**src/hdl/i2c_dac_write_master_unit_macros.svh**
```systemverilog
// assertion macros shared by the i2c dac write master
`ifndef I2C_DAC_WRITE_MASTER_UNIT_MACROS_SVH
`define I2C_DAC_WRITE_MASTER_UNIT_MACROS_SVH

// same-cycle implication, sampled on clk, off during reset
`define I2CDW_ASSERT_NOW(lbl, ante, cons) \
  lbl: assert property (@(posedge clk) disable iff (!rst_n) (ante) |-> (cons)) \
    else $error("i2cdw assertion failed");

// next-cycle implication, sampled on clk, off during reset
`define I2CDW_ASSERT_NEXT(lbl, ante, cons) \
  lbl: assert property (@(posedge clk) disable iff (!rst_n) (ante) |=> (cons)) \
    else $error("i2cdw assertion failed");

`endif

```
**src/hdl/i2cdw_pkg.sv**
```systemverilog
// shared types and constants of the i2c dac write master
`timescale 1ns / 1ps

package i2cdw_pkg;

  localparam int COUNT_WIDTH_DEF = 16;

  localparam int ADDR_W   = 7;
  localparam int CMD_W    = 8;
  localparam int TICKS_W  = 16;
  localparam int CODE_W   = 12;
  localparam int CFG_IDX_W  = 2;
  localparam int CFG_DATA_W = 16;

  localparam logic [CFG_IDX_W-1:0] CFG_DEVICE_ADDRESS = 2'd0;
  localparam logic [CFG_IDX_W-1:0] CFG_COMMAND_BYTE   = 2'd1;
  localparam logic [CFG_IDX_W-1:0] CFG_PHASE_TICKS    = 2'd2;

  localparam logic [ADDR_W-1:0]  ADDR_RST  = 7'h0C;
  localparam logic [CMD_W-1:0]   CMD_RST   = 8'h3F;
  localparam logic [TICKS_W-1:0] TICKS_RST = 16'd5;

  typedef struct packed {
    logic [ADDR_W-1:0]  device_address;
    logic [CMD_W-1:0]   command_byte;
    logic [TICKS_W-1:0] phase_ticks;
  } cfg_t;

  typedef struct packed {
    logic scl_line;
    logic sda_drive;
    logic busy_res;
    logic done_res;
    logic ack_ok;
  } res_t;

endpackage

```
**src/hdl/i2cdw_if.sv**
```systemverilog
// request and result channel interfaces of the i2c dac write master
`timescale 1ns / 1ps

interface i2cdw_in_if;
  logic                          valid;
  logic                          ready;
  logic                          start_req;
  logic [i2cdw_pkg::CODE_W-1:0]  code;
  logic                          sda_in;

  modport source (output valid, start_req, code, sda_in, input ready);
  modport sink   (input valid, start_req, code, sda_in, output ready);
endinterface

interface i2cdw_out_if;
  logic valid;
  logic ready;
  logic scl_line;
  logic sda_drive;
  logic busy_res;
  logic done_res;
  logic ack_ok;

  modport source (output valid, scl_line, sda_drive, busy_res, done_res, ack_ok,
                  input ready);
  modport sink   (input valid, scl_line, sda_drive, busy_res, done_res, ack_ok,
                  output ready);
endinterface

```
**src/hdl/i2cdw_core.sv**
```systemverilog
// bus sequencer: phase state, delay counter and byte shifter, one step per tick
`timescale 1ns / 1ps

module i2cdw_core #(
  parameter int COUNT_WIDTH = i2cdw_pkg::COUNT_WIDTH_DEF
) (
  input  logic                         clk,
  input  logic                         rst_n,
  input  logic                         step_en,
  input  logic                         start_req,
  input  logic [i2cdw_pkg::CODE_W-1:0] code,
  input  logic                         sda_in,
  input  i2cdw_pkg::cfg_t              cfg,
  output i2cdw_pkg::res_t              res
);

  `include "i2c_dac_write_master_unit_macros.svh"

  localparam int CMP_W = ((COUNT_WIDTH > i2cdw_pkg::TICKS_W) ?
                          COUNT_WIDTH : i2cdw_pkg::TICKS_W) + 1;
  localparam logic [COUNT_WIDTH-1:0] CNT_MAX = {COUNT_WIDTH{1'b1}};

  typedef enum logic [3:0] {
    PH_IDLE  = 4'd0,
    PH_ST_A  = 4'd1,
    PH_ST_B  = 4'd2,
    PH_ST_C  = 4'd3,
    PH_BIT_D = 4'd4,
    PH_BIT_H = 4'd5,
    PH_BIT_L = 4'd6,
    PH_ACK_R = 4'd7,
    PH_ACK_H = 4'd8,
    PH_ACK_L = 4'd9,
    PH_SP_A  = 4'd10,
    PH_SP_B  = 4'd11,
    PH_SP_C  = 4'd12
  } phase_t;

  phase_t                        phase_r, phase_nxt, enter_ph;
  logic [COUNT_WIDTH-1:0]        delay_r, delay_nxt;
  logic [1:0]                    byte_r, byte_nxt;
  logic [2:0]                    bit_r, bit_nxt;
  logic [7:0]                    shift_r, shift_nxt;
  logic [i2cdw_pkg::CODE_W-1:0]  code_r, code_nxt;
  logic                          nack_r, nack_nxt;
  logic                          scl_r, scl_nxt;
  logic                          sda_r, sda_nxt;
  logic                          enter, end_phase, done, ok;
  logic [i2cdw_pkg::TICKS_W-1:0] ticks;

  function automatic logic [7:0] byte_for(input logic [1:0] idx,
                                          input i2cdw_pkg::cfg_t c,
                                          input logic [i2cdw_pkg::CODE_W-1:0] cl);
    logic [7:0] b;
    unique case (idx)
      2'd0:    b = {c.device_address, 1'b0};
      2'd1:    b = c.command_byte;
      2'd2:    b = cl[11:4];
      default: b = {cl[3:0], 4'b0000};
    endcase
    return b;
  endfunction

  always_comb begin
    phase_nxt = phase_r;
    delay_nxt = delay_r;
    byte_nxt  = byte_r;
    bit_nxt   = bit_r;
    shift_nxt = shift_r;
    code_nxt  = code_r;
    nack_nxt  = nack_r;
    scl_nxt   = scl_r;
    sda_nxt   = sda_r;
    enter     = 1'b0;
    enter_ph  = phase_r;
    done      = 1'b0;
    ok        = 1'b0;
    ticks     = (cfg.phase_ticks == '0) ? i2cdw_pkg::TICKS_W'(1) : cfg.phase_ticks;
    end_phase = ((CMP_W'(delay_r) + CMP_W'(1)) >= CMP_W'(ticks)) || (delay_r == CNT_MAX);

    if (phase_r == PH_IDLE) begin
      if (start_req) begin
        code_nxt = code;
        nack_nxt = 1'b0;
        byte_nxt = 2'd0;
        bit_nxt  = 3'd0;
        enter    = 1'b1;
        enter_ph = PH_ST_A;
      end
    end else if (end_phase) begin
      enter = 1'b1;
      unique case (phase_r)
        PH_ST_A:  enter_ph = PH_ST_B;
        PH_ST_B:  enter_ph = PH_ST_C;
        PH_ST_C: begin
          byte_nxt  = 2'd0;
          bit_nxt   = 3'd0;
          shift_nxt = byte_for(2'd0, cfg, code_r);
          enter_ph  = PH_BIT_D;
        end
        PH_BIT_D: enter_ph = PH_BIT_H;
        PH_BIT_H: enter_ph = PH_BIT_L;
        PH_BIT_L: begin
          shift_nxt = {shift_r[6:0], 1'b0};
          if (bit_r == 3'd7) begin
            bit_nxt  = 3'd0;
            enter_ph = PH_ACK_R;
          end else begin
            bit_nxt  = bit_r + 3'd1;
            enter_ph = PH_BIT_D;
          end
        end
        PH_ACK_R: enter_ph = PH_ACK_H;
        PH_ACK_H: begin
          if (sda_in) begin
            nack_nxt = 1'b1;
          end
          enter_ph = PH_ACK_L;
        end
        PH_ACK_L: begin
          if (byte_r == 2'd3) begin
            enter_ph = PH_SP_A;
          end else begin
            byte_nxt  = byte_r + 2'd1;
            bit_nxt   = 3'd0;
            shift_nxt = byte_for(byte_r + 2'd1, cfg, code_r);
            enter_ph  = PH_BIT_D;
          end
        end
        PH_SP_A:  enter_ph = PH_SP_B;
        PH_SP_B:  enter_ph = PH_SP_C;
        PH_SP_C: begin
          done     = 1'b1;
          ok       = ~nack_r;
          enter_ph = PH_IDLE;
        end
        default:  enter_ph = PH_IDLE;
      endcase
    end else begin
      delay_nxt = delay_r + COUNT_WIDTH'(1);
    end

    if (enter) begin
      phase_nxt = enter_ph;
      delay_nxt = '0;
      unique case (enter_ph)
        PH_ST_A: begin
          sda_nxt = 1'b1;
          scl_nxt = 1'b1;
        end
        PH_ST_B:  sda_nxt = 1'b0;
        PH_ST_C:  scl_nxt = 1'b0;
        PH_BIT_D: sda_nxt = shift_nxt[7];
        PH_BIT_H: scl_nxt = 1'b1;
        PH_BIT_L: scl_nxt = 1'b0;
        PH_ACK_R: sda_nxt = 1'b1;
        PH_ACK_H: scl_nxt = 1'b1;
        PH_ACK_L: scl_nxt = 1'b0;
        PH_SP_A:  sda_nxt = 1'b0;
        PH_SP_B:  scl_nxt = 1'b1;
        PH_SP_C:  sda_nxt = 1'b1;
        default: begin
          scl_nxt = 1'b1;
          sda_nxt = 1'b1;
        end
      endcase
    end
  end

  always_ff @(posedge clk) begin
    if (!rst_n) begin
      phase_r <= PH_IDLE;
      delay_r <= '0;
      byte_r  <= '0;
      bit_r   <= '0;
      shift_r <= '0;
      code_r  <= '0;
      nack_r  <= 1'b0;
      scl_r   <= 1'b1;
      sda_r   <= 1'b1;
    end else if (step_en) begin
      phase_r <= phase_nxt;
      delay_r <= delay_nxt;
      byte_r  <= byte_nxt;
      bit_r   <= bit_nxt;
      shift_r <= shift_nxt;
      code_r  <= code_nxt;
      nack_r  <= nack_nxt;
      scl_r   <= scl_nxt;
      sda_r   <= sda_nxt;
    end
  end

  assign res.scl_line  = scl_nxt;
  assign res.sda_drive = sda_nxt;
  assign res.busy_res  = (phase_nxt != PH_IDLE);
  assign res.done_res  = done;
  assign res.ack_ok    = ok;

  `I2CDW_ASSERT_NOW(a_idle_lines_high, phase_r == PH_IDLE, scl_r && sda_r)
  `I2CDW_ASSERT_NOW(a_idle_count_zero, phase_r == PH_IDLE, delay_r == '0)
  `I2CDW_ASSERT_NEXT(a_start_latch, step_en && phase_r == PH_IDLE && start_req,
                     phase_r == PH_ST_A && code_r == $past(code))
  `I2CDW_ASSERT_NEXT(a_hold_no_step, !step_en, $stable(phase_r) && $stable(delay_r))
  `I2CDW_ASSERT_NOW(a_done_from_stop, done, phase_r == PH_SP_C && !res.busy_res)

endmodule

```
**src/hdl/i2c_dac_write_master_unit.sv**
```systemverilog
// top level of the i2c dac write master: config registers, handshake, result register
`timescale 1ns / 1ps

// Each request on in_ch is one tick of the bus time base and yields exactly one
// result on out_ch: the SCL and SDA levels, busy, and a done pulse with the ACK
// status, all as they stand after that tick. A request is taken every clock
// cycle while out_ch accepts results: the sequencer step is a single pass of
// logic between the state registers and the result register, and in_ch.ready
// stays high whenever the result register is empty or being drained in the
// same cycle, so throughput is one request per cycle without back-pressure.
// A start while busy is ignored; each line phase lasts phase_ticks requests
// (zero counts as one). Configuration writes are meant for idle periods.

module i2c_dac_write_master_unit #(
  parameter int COUNT_WIDTH = i2cdw_pkg::COUNT_WIDTH_DEF
) (
  input  logic                             clk,
  input  logic                             rst_n,
  i2cdw_in_if.sink                         in_ch,
  i2cdw_out_if.source                      out_ch,
  input  logic                             cfg_we,
  input  logic [i2cdw_pkg::CFG_IDX_W-1:0]  cfg_index,
  input  logic [i2cdw_pkg::CFG_DATA_W-1:0] cfg_data
);

  i2cdw_pkg::cfg_t cfg_r;
  i2cdw_pkg::res_t res, res_r;
  logic            out_valid_r, out_valid_nxt;
  logic            step_en;

  assign in_ch.ready   = !out_valid_r || out_ch.ready;
  assign step_en       = in_ch.valid && in_ch.ready;
  assign out_valid_nxt = step_en || (out_valid_r && !out_ch.ready);

  always_ff @(posedge clk) begin
    if (!rst_n) begin
      cfg_r.device_address <= i2cdw_pkg::ADDR_RST;
      cfg_r.command_byte   <= i2cdw_pkg::CMD_RST;
      cfg_r.phase_ticks    <= i2cdw_pkg::TICKS_RST;
    end else if (cfg_we) begin
      unique case (cfg_index)
        i2cdw_pkg::CFG_DEVICE_ADDRESS:
          cfg_r.device_address <= cfg_data[i2cdw_pkg::ADDR_W-1:0];
        i2cdw_pkg::CFG_COMMAND_BYTE:
          cfg_r.command_byte <= cfg_data[i2cdw_pkg::CMD_W-1:0];
        i2cdw_pkg::CFG_PHASE_TICKS:
          cfg_r.phase_ticks <= cfg_data[i2cdw_pkg::TICKS_W-1:0];
        default: begin
        end
      endcase
    end
  end

  i2cdw_core #(
    .COUNT_WIDTH(COUNT_WIDTH)
  ) u_core (
    .clk      (clk),
    .rst_n    (rst_n),
    .step_en  (step_en),
    .start_req(in_ch.start_req),
    .code     (in_ch.code),
    .sda_in   (in_ch.sda_in),
    .cfg      (cfg_r),
    .res      (res)
  );

  always_ff @(posedge clk) begin
    if (!rst_n) begin
      out_valid_r <= 1'b0;
    end else begin
      out_valid_r <= out_valid_nxt;
    end
  end

  always_ff @(posedge clk) begin
    if (step_en) begin
      res_r <= res;
    end
  end

  assign out_ch.valid     = out_valid_r;
  assign out_ch.scl_line  = res_r.scl_line;
  assign out_ch.sda_drive = res_r.sda_drive;
  assign out_ch.busy_res  = res_r.busy_res;
  assign out_ch.done_res  = res_r.done_res;
  assign out_ch.ack_ok    = res_r.ack_ok;

endmodule
```
**src/flat_wrapper.sv**
```systemverilog
// flat-port wrapper written by rule: the top's interface ports become plain ports
module i2c_dac_write_master_unit_flat 
#(
  parameter int COUNT_WIDTH = i2cdw_pkg::COUNT_WIDTH_DEF
)
  (clk, rst_n, cfg_we, cfg_index, cfg_data, in_ch_valid, in_ch_start_req, in_ch_code, in_ch_sda_in, in_ch_ready, out_ch_valid, out_ch_scl_line, out_ch_sda_drive, out_ch_busy_res, out_ch_done_res, out_ch_ack_ok, out_ch_ready);
  i2cdw_in_if in_ch_i ();
  i2cdw_out_if out_ch_i ();
  input  logic clk;
  input  logic rst_n;
  input  logic cfg_we;
  input  logic [i2cdw_pkg::CFG_IDX_W-1:0] cfg_index;
  input  logic [i2cdw_pkg::CFG_DATA_W-1:0] cfg_data;
  input wire logic [$bits(in_ch_i.valid)-1:0] in_ch_valid;
  input wire logic [$bits(in_ch_i.start_req)-1:0] in_ch_start_req;
  input wire logic [$bits(in_ch_i.code)-1:0] in_ch_code;
  input wire logic [$bits(in_ch_i.sda_in)-1:0] in_ch_sda_in;
  output wire logic [$bits(in_ch_i.ready)-1:0] in_ch_ready;
  output wire logic [$bits(out_ch_i.valid)-1:0] out_ch_valid;
  output wire logic [$bits(out_ch_i.scl_line)-1:0] out_ch_scl_line;
  output wire logic [$bits(out_ch_i.sda_drive)-1:0] out_ch_sda_drive;
  output wire logic [$bits(out_ch_i.busy_res)-1:0] out_ch_busy_res;
  output wire logic [$bits(out_ch_i.done_res)-1:0] out_ch_done_res;
  output wire logic [$bits(out_ch_i.ack_ok)-1:0] out_ch_ack_ok;
  input wire logic [$bits(out_ch_i.ready)-1:0] out_ch_ready;
  assign in_ch_i.valid = in_ch_valid;
  assign in_ch_i.start_req = in_ch_start_req;
  assign in_ch_i.code = in_ch_code;
  assign in_ch_i.sda_in = in_ch_sda_in;
  assign in_ch_ready = in_ch_i.ready;
  assign out_ch_valid = out_ch_i.valid;
  assign out_ch_scl_line = out_ch_i.scl_line;
  assign out_ch_sda_drive = out_ch_i.sda_drive;
  assign out_ch_busy_res = out_ch_i.busy_res;
  assign out_ch_done_res = out_ch_i.done_res;
  assign out_ch_ack_ok = out_ch_i.ack_ok;
  assign out_ch_i.ready = out_ch_ready;
  i2c_dac_write_master_unit #(.COUNT_WIDTH(COUNT_WIDTH)) u_core (.clk(clk), .rst_n(rst_n), .in_ch(in_ch_i), .out_ch(out_ch_i), .cfg_we(cfg_we), .cfg_index(cfg_index), .cfg_data(cfg_data));
endmodule
```
**config.mk**
```make
export PLATFORM = sky130hd
export DESIGN_NAME = i2c_dac_write_master_unit_flat
export DESIGN_NICKNAME = d
export VERILOG_FILES = /design/src/hdl/i2cdw_pkg.sv /design/src/hdl/i2cdw_if.sv /design/src/hdl/i2cdw_core.sv /design/src/hdl/i2c_dac_write_master_unit.sv /design/src/flat_wrapper.sv
export VERILOG_INCLUDE_DIRS = /design/src /design/src/hdl
export SDC_FILE = /design/constraint.sdc
export NUM_CORES = 1
export LEC_CHECK = 0
export CORE_MARGIN = 2
export CORE_UTILIZATION = 64
export CTS_CLUSTER_SIZE = 24
export DETAILED_ROUTE_END_ITERATION = 7
export DONT_BUFFER_PORTS = 1
export PLACE_DENSITY = 0.8
export SLEW_MARGIN = 20
export SYNTH_ARGS = -nofsm -noshare
export SYNTH_HDL_FRONTEND = slang
export SYNTH_SLANG_ARGS = --single-unit
```
**constraint.sdc**
```tcl
create_clock -name clk -period 4.6 [get_ports clk]
set_clock_uncertainty 0.2 [all_clocks]
set_input_delay 0.92 -clock clk [delete_from_list [all_inputs] [get_ports clk]]
set_output_delay 0.92 -clock clk [all_outputs]
set_load 0.01 [all_outputs]
```
## Word level (Yosys, flattened, before mapping)

Cells that the tools add are included.

| word-level totals | value |
|---|---|
| bits in registers | 85 |
| bits of input ports | 37 |
| output and inout bits | 7 |
| logic and storage cells | 136 |

| operators by class | value |
|---|---|
| add/subtract/negate cells | 4 |
| magnitude comparators | 1 |
| equal/unequal tests | 35 |
| multiplexer cells | 40 |
| bitwise logic cells | 4 |
| reduce and logical (&&, ||, !) cells | 33 |

Operator list:

| cell | number |
|---|---|
| 16-bit two-way mux | 4 |
| 8-bit case mux with 3 select lines | 2 |
| 4-bit case mux with 11 select lines | 1 |
| 4-bit equality test (second input constant) | 10 |
| 4-bit by 3-bit equality test with 1-bit output (second input constant) | 8 |
| 8-bit two-way mux | 3 |
| 4-bit two-way mux | 5 |
| 5-bit AND reduction | 4 |
| 16-bit by 1-bit adder with 17-bit output (second input constant) | 1 |
| 17-bit by 16-bit greater-or-equal comparator with 1-bit output | 1 |
| 16-bit by 1-bit adder with 16-bit output (second input constant) | 1 |
| 16-bit equality test (second input constant) | 1 |
| 4-bit by 2-bit equality test with 1-bit output (second input constant) | 4 |
| 16-bit logical NOT | 1 |
| 3-bit two-way mux | 5 |
| 1-bit two-way mux | 11 |
| 2-bit two-way mux | 5 |
| 3-bit case mux with 3 select lines | 1 |
| 2-bit inequality test (second input constant) | 4 |
| 4-bit nonzero test | 2 |
| 2-bit equality test (second input constant) | 3 |
| 2-bit AND reduction | 3 |
| 3-bit AND reduction | 2 |
| 2-bit nonzero test | 3 |
| other kinds (20) | 32 |

## Logic depth before layout (Yosys ltp)

| logic depth | value |
|---|---|
| depth after elaboration | 10 |
| mapped depth | 18 |
| gate-level depth less buffers | 16 |

## By module

Synthesis repeated with hierarchy kept, for this count alone.

| second synthesis, totals | value |
|---|---|
| cell total of the unflattened synthesis | 576 |
| area, all modules | 4906.0 µm² |

By module, submodules not included:

| module | instances | cells an instance | area an instance (µm²) | sequential area each (µm²) |
|---|---|---|---|---|
| i2cdw_core | 1 | 437 | 3459.6 | 960.9 |
| i2c_dac_write_master_unit | 1 | 139 | 1446.4 | 790.8 |

## Worst setup path before layout

No wires, ideal clock.

| path | value |
|---|---|
| kind | flip-flop to flip-flop |
| start | reg u_core.u_core.delay_r[0] |
| end | reg u_core.res_r, in the netlist u_core.out_ch.sda_drive, data pin |
| setup time | 0.269 ns |
| arrival time | 3.488 ns |
| data required time | 4.131 ns |
| slack | 0.643 ns |
| cell stages (with the launch flop) | 18 |
| buffers on the path | 1 |
| clock period less this slack | 3.957 ns |
| path through | dfxtp_1 > ha_1 > nand2_1 > or3_1 > buf_2 > nor2_1 > and4_1 > xor2_1 > ha_1 > a21o_1 > a21oi_1 > o41a_1 > nand3_1 > nor2_2 > o41ai_2 > a2bb2oi_1 > nor4_2 > a22oi_1 |

RTL lines:

| item | RTL line | source |
|---|---|---|
| from (decl) | i2cdw_core.sv:40 | `logic [COUNT_WIDTH-1:0] delay_r, delay_nxt;` |
| from (signal assigned) | i2cdw_core.sv:183 | `delay_r <= delay_nxt;` |
| to (signal assigned) | i2c_dac_write_master_unit.sv:77 | `res_r <= res;` |
| to (decl) | i2c_dac_write_master_unit.sv:27 | `i2cdw_pkg::res_t res, res_r;` |

==> summary.log <==
[outcome] run status complete, no violations
[clock_tree] count of clock tree sinks 85
[clock_tree] Inserted Clock Buffers 9
[cells_and_area] Area Overhead vs Synth 5.44%
[yosys] Yosys top cell area share 33.8%
[clock_tree] TritonCTS clock tree done
[floorplan] number of placement rows 31
[yosys] main area contributors after synthesis sky130_fd_sc_hd__dfxtp_1 34%, sky130_fd_sc_hd__nand2_1 8.6%, sky130_fd_sc_hd__a21oi_1 8.0%
[worst_setup_path] arrival time of the worst setup path 4230 ps
[yosys] portion of the post-synthesis area used by sequential elements 37.0%
[yosys] most frequently used cell type in the post-synthesis netlist sky130_fd_sc_hd__nand2_1
[place] worst slack at placement 197 ps
[cells_and_area] ant diodes 0
[worst_setup_path] Crit Path Class flop to flop
[timing] total negative setup slack 0 ps
[power_and_ir_drop] worst-case vdd ir drop 0.231 mV
[floorplan] overall die area 8100 sq um
[worst_setup_path] Worst Setup Start Kind flop
[place] global placer's final weighted congestion 0.917
[grt] maximum number of pins on one net before global-route repair 69
[grt] initial antenna violation count 0
[detailed_routing] Wirelength per Cell 16.9 microns
[clock_tree] maximum buffer depth of the clock tree 2
[floorplan] Die Height 90.0 microns
[detailed_routing] TritonRoute pass-1 iters 5
[clock_tree] CTS Root Cell sky130_fd_sc_hd__clkbuf_8
[timing] worst slew slack as a fraction of its limit 34.5%
[timing] total count of max-transition violations in the final report 0
[cells_and_area] fraction of layout instances using a drive strength above 1 6.32%
[place] number of port buffers 0
[timing] number of endpoints with negative hold slack in the final report 0
[clock_tree] number of hold-repair buffers added at the cts stage 0
[floorplan] I/O Pins 44
[yosys] fraction of synthesis flops using an asynchronous set or reset pin 0%
[grt] total overflow reported by the global router 0
[yosys] biggest area consumer among synthesized cells sky130_fd_sc_hd__dfxtp_1
[grt] via count of the first global-routing pass 3,996
[clock_tree] Clock Pin Slew Worst Setup and Hold Paths 110 ps
[cells_and_area] non-filler instance count after layout 700
[timing] post-route fraction of the period consumed by the critical path 93.6%
[yosys] Yosys warning total 0
[place] half-perimeter wire length of the detailed placement result 8.56 mm
[yosys] Mean Syn Cell Area 7.78 sq um
[detailed_routing] count of routing violations after the opening detailed-route iteration 378
[flow_run] MaxCap Viol Count 0
[timing] actual slew at the worst max-slew pin 972 ps
[timing] FMAX 232 MHz
[detailed_routing] average via count per standard cell 6.20
[yosys] cell types with the highest counts after synthesis 109 x sky130_fd_sc_hd__nand2_1, 80 x sky130_fd_sc_hd__dfxtp_1, 76 x sky130_fd_sc_hd__a21oi_1
[yosys] number of standard cells after synthesis 609
[power_and_ir_drop] power density of the placed cells 322 nW/um^2
[worst_setup_path] critical path peak fanout 9
[yosys] Synth cell types 60
[worst_setup_path] Crit path required time 4530 ps
[grt] overall fraction of global-route tracks in use 29.1%
[place] number of placed instances with taps included 682
[power_and_ir_drop] cell leakage power 1.86 nW
[cells_and_area] Final Net Count 657
[clock_tree] clock latency of the later-clocked register in the worst-skew pair 380 ps
[cells_and_area] Core Util, Final 69.2%
[floorplan] Die Width 90.0 microns
[yosys] Post-synth EDFFs 5
[yosys] combined area of all synthesized cells 4740 sq um
[yosys] register bit count reported by yosys 85
[yosys] total nets after synthesis 670
[detailed_routing] total via count after detailed routing 4,338
[clock_tree] H-tree levels 3
[detailed_routing] Remaining DRCs 0
[floorplan] total core area 7210 sq um
[detailed_routing] remaining antenna violation count after routing 0
[floorplan] Initial Utilization 65.6%
[min_path] Hold/Removal Path Class flop to flop
[detailed_routing] total detailed-routing wirelength 11.8 mm
[timing] final setup fails 0
[worst_setup_path] kind of end point of the critical path flop
[grt] first-pass GRT wire length 19.2 mm
[yosys] most instantiated flip-flop cell in the synthesis netlist sky130_fd_sc_hd__dfxtp_1
[timing] post-layout minimum cycle time 4310 ps
[timing] worst setup slack after layout 294 ps
## logic make-up after synthesis
| family | count (synthesis) | synth area share [%] |
|---|---|---|
| AO/OA/AOI/OAI | 152 | 21.3 |
| XOR/XNOR | 15 | 2.77 |
| adder cells (fa/ha/maj) | 24 | 6.34 |
| buffers and inverters | 59 | 4.97 |
| flip-flops | 85 | 37.0 |
| multiplexers | 8 | 1.69 |
| AND/OR/NAND/NOR | 266 | 25.9 |
## worst paths after layout
check                                         startpoint                      end  slack (ps)  cells after the start
worst min register to register   u_core.u_core.code_r[4]  u_core.u_core.code_r[4]         260                      2
worst min-delay path             u_core.u_core.code_r[4]  u_core.u_core.code_r[4]         260                      2
worst max register to register  u_core.u_core.delay_r[0]  u_core.out_ch.sda_drive         290                     17
worst max-delay path            u_core.u_core.delay_r[0]  u_core.out_ch.sda_drive         290                     17
## cell type report
| class | count | area (sq um) |
|---|---|---|
| Clock buffer | 9 | 124 |
| Timing Repair Buffer | 9 | 67.6 |
| Clock inverter | 7 | 73.8 |
| Multi-Input combinational cell | 465 | 2750 |
| Fill cell | 651 | 2220 |
| Sequential cell | 85 | 1750 |
| Tap cell | 99 | 124 |
| Inverter | 26 | 98.8 |
## critical path, cell delays in order, from the launching register on
cell                        delay (ps)
sky130_fd_sc_hd__dfxtp_1           420
sky130_fd_sc_hd__ha_1              270
sky130_fd_sc_hd__nand2_1           100
sky130_fd_sc_hd__or3_1             420
sky130_fd_sc_hd__nor2_1            170
sky130_fd_sc_hd__and4_1            220
sky130_fd_sc_hd__xor2_1            200
sky130_fd_sc_hd__ha_1              270
sky130_fd_sc_hd__a21o_1            180
sky130_fd_sc_hd__a21oi_1           130
sky130_fd_sc_hd__o41a_1            220
sky130_fd_sc_hd__nand3_1           160
sky130_fd_sc_hd__nor2_4            250
sky130_fd_sc_hd__buf_4             160
sky130_fd_sc_hd__o41ai_2            80
sky130_fd_sc_hd__a2bb2oi_1         160
sky130_fd_sc_hd__nor4_2            330
sky130_fd_sc_hd__a22oi_1           130
## metal layers
| metal | routed length (microns) | track usage (%) | vias up | part of all wire [%] |
|---|---|---|---|---|
| li1 | - | - | 2129 | - |
| met1 | 5340 | 38.4 | 2050 | 45 |
| met2 | 5680 | 47.6 | 141 | 48 |
| met3 | 667 | 6.87 | 18 | 5.7 |
| met4 | 120 | 8.85 | 0 | 1.0 |
| met5 | 0 | 0 | - | 0 |
## timing repair
item / in CTS / in global routing
setup buffers: 0 / 2
setup endpoints to repair: 0 / 10
resized for setup: 0 / 3
## sequential cells by signal, summed over array words and instances, names as in the netlist
name                     count
u_core.out_ch.scl_line       1
u_core.u_core.scl_r          1
u_core.cfg_r                31
u_core.out_ch.valid          1
u_core.out_ch.ack_ok         1
u_core.u_core.delay_r       16
u_core.out_ch.done_res       1
u_core.u_core.sda_r          1
u_core.u_core.phase_r        4
u_core.u_core.code_r        12
u_core.u_core.bit_r          3
u_core.u_core.shift_r        8
u_core.out_ch.busy_res       1
u_core.u_core.nack_r         1
u_core.out_ch.sda_drive      1
u_core.u_core.byte_r         2
## cell usage in the layout (no fill, tap or decap), types with 3 or more instances in the layout
cell,count
sky130_fd_sc_hd__o211ai_1,3
sky130_fd_sc_hd__buf_4,9
sky130_fd_sc_hd__a21o_1,5
sky130_fd_sc_hd__edfxtp_1,5
sky130_fd_sc_hd__nand3b_1,6
sky130_fd_sc_hd__xor2_1,7
sky130_fd_sc_hd__inv_6,3
sky130_fd_sc_hd__nand4_1,17
sky130_fd_sc_hd__ha_1,24
sky130_fd_sc_hd__a22o_1,4
sky130_fd_sc_hd__o221ai_1,4
sky130_fd_sc_hd__inv_1,24
sky130_fd_sc_hd__nor2b_1,4
sky130_fd_sc_hd__dfxtp_1,80
sky130_fd_sc_hd__nand2_1,109
sky130_fd_sc_hd__a21oi_1,76
sky130_fd_sc_hd__o21ai_1,5
sky130_fd_sc_hd__nor4_1,4
sky130_fd_sc_hd__xnor2_1,8
sky130_fd_sc_hd__nor3_1,8
sky130_fd_sc_hd__a211oi_1,7
sky130_fd_sc_hd__clkbuf_8,9
sky130_fd_sc_hd__nor2_1,63
sky130_fd_sc_hd__a222oi_1,7
sky130_fd_sc_hd__and3_1,4
sky130_fd_sc_hd__nand2b_1,8
sky130_fd_sc_hd__and4_1,3
sky130_fd_sc_hd__mux2i_1,8
sky130_fd_sc_hd__a22oi_1,7
sky130_fd_sc_hd__nand3_1,28
sky130_fd_sc_hd__o21ai_0,14
## power breakdown
group          switching (mW)  total (mW)  internal (mW)
registers              0.0260       0.798          0.772
clock network           0.328       0.544          0.215
logic                   0.172       0.264         0.0924
total                   0.526        1.61           1.08
## per-stage QoR
stage	hold WS, ps	instance area (sq um)	power [mW]
6_report	260	4990	1.61
5_1_grt	278	4990	1.66
4_1_cts	260	4970	1.60
3_5_place_dp	247	4770	1.07
3_3_place_gp	243	4770	1.06
2_1_floorplan	231	4740	1.00
(Power assumes the default switching activity.)
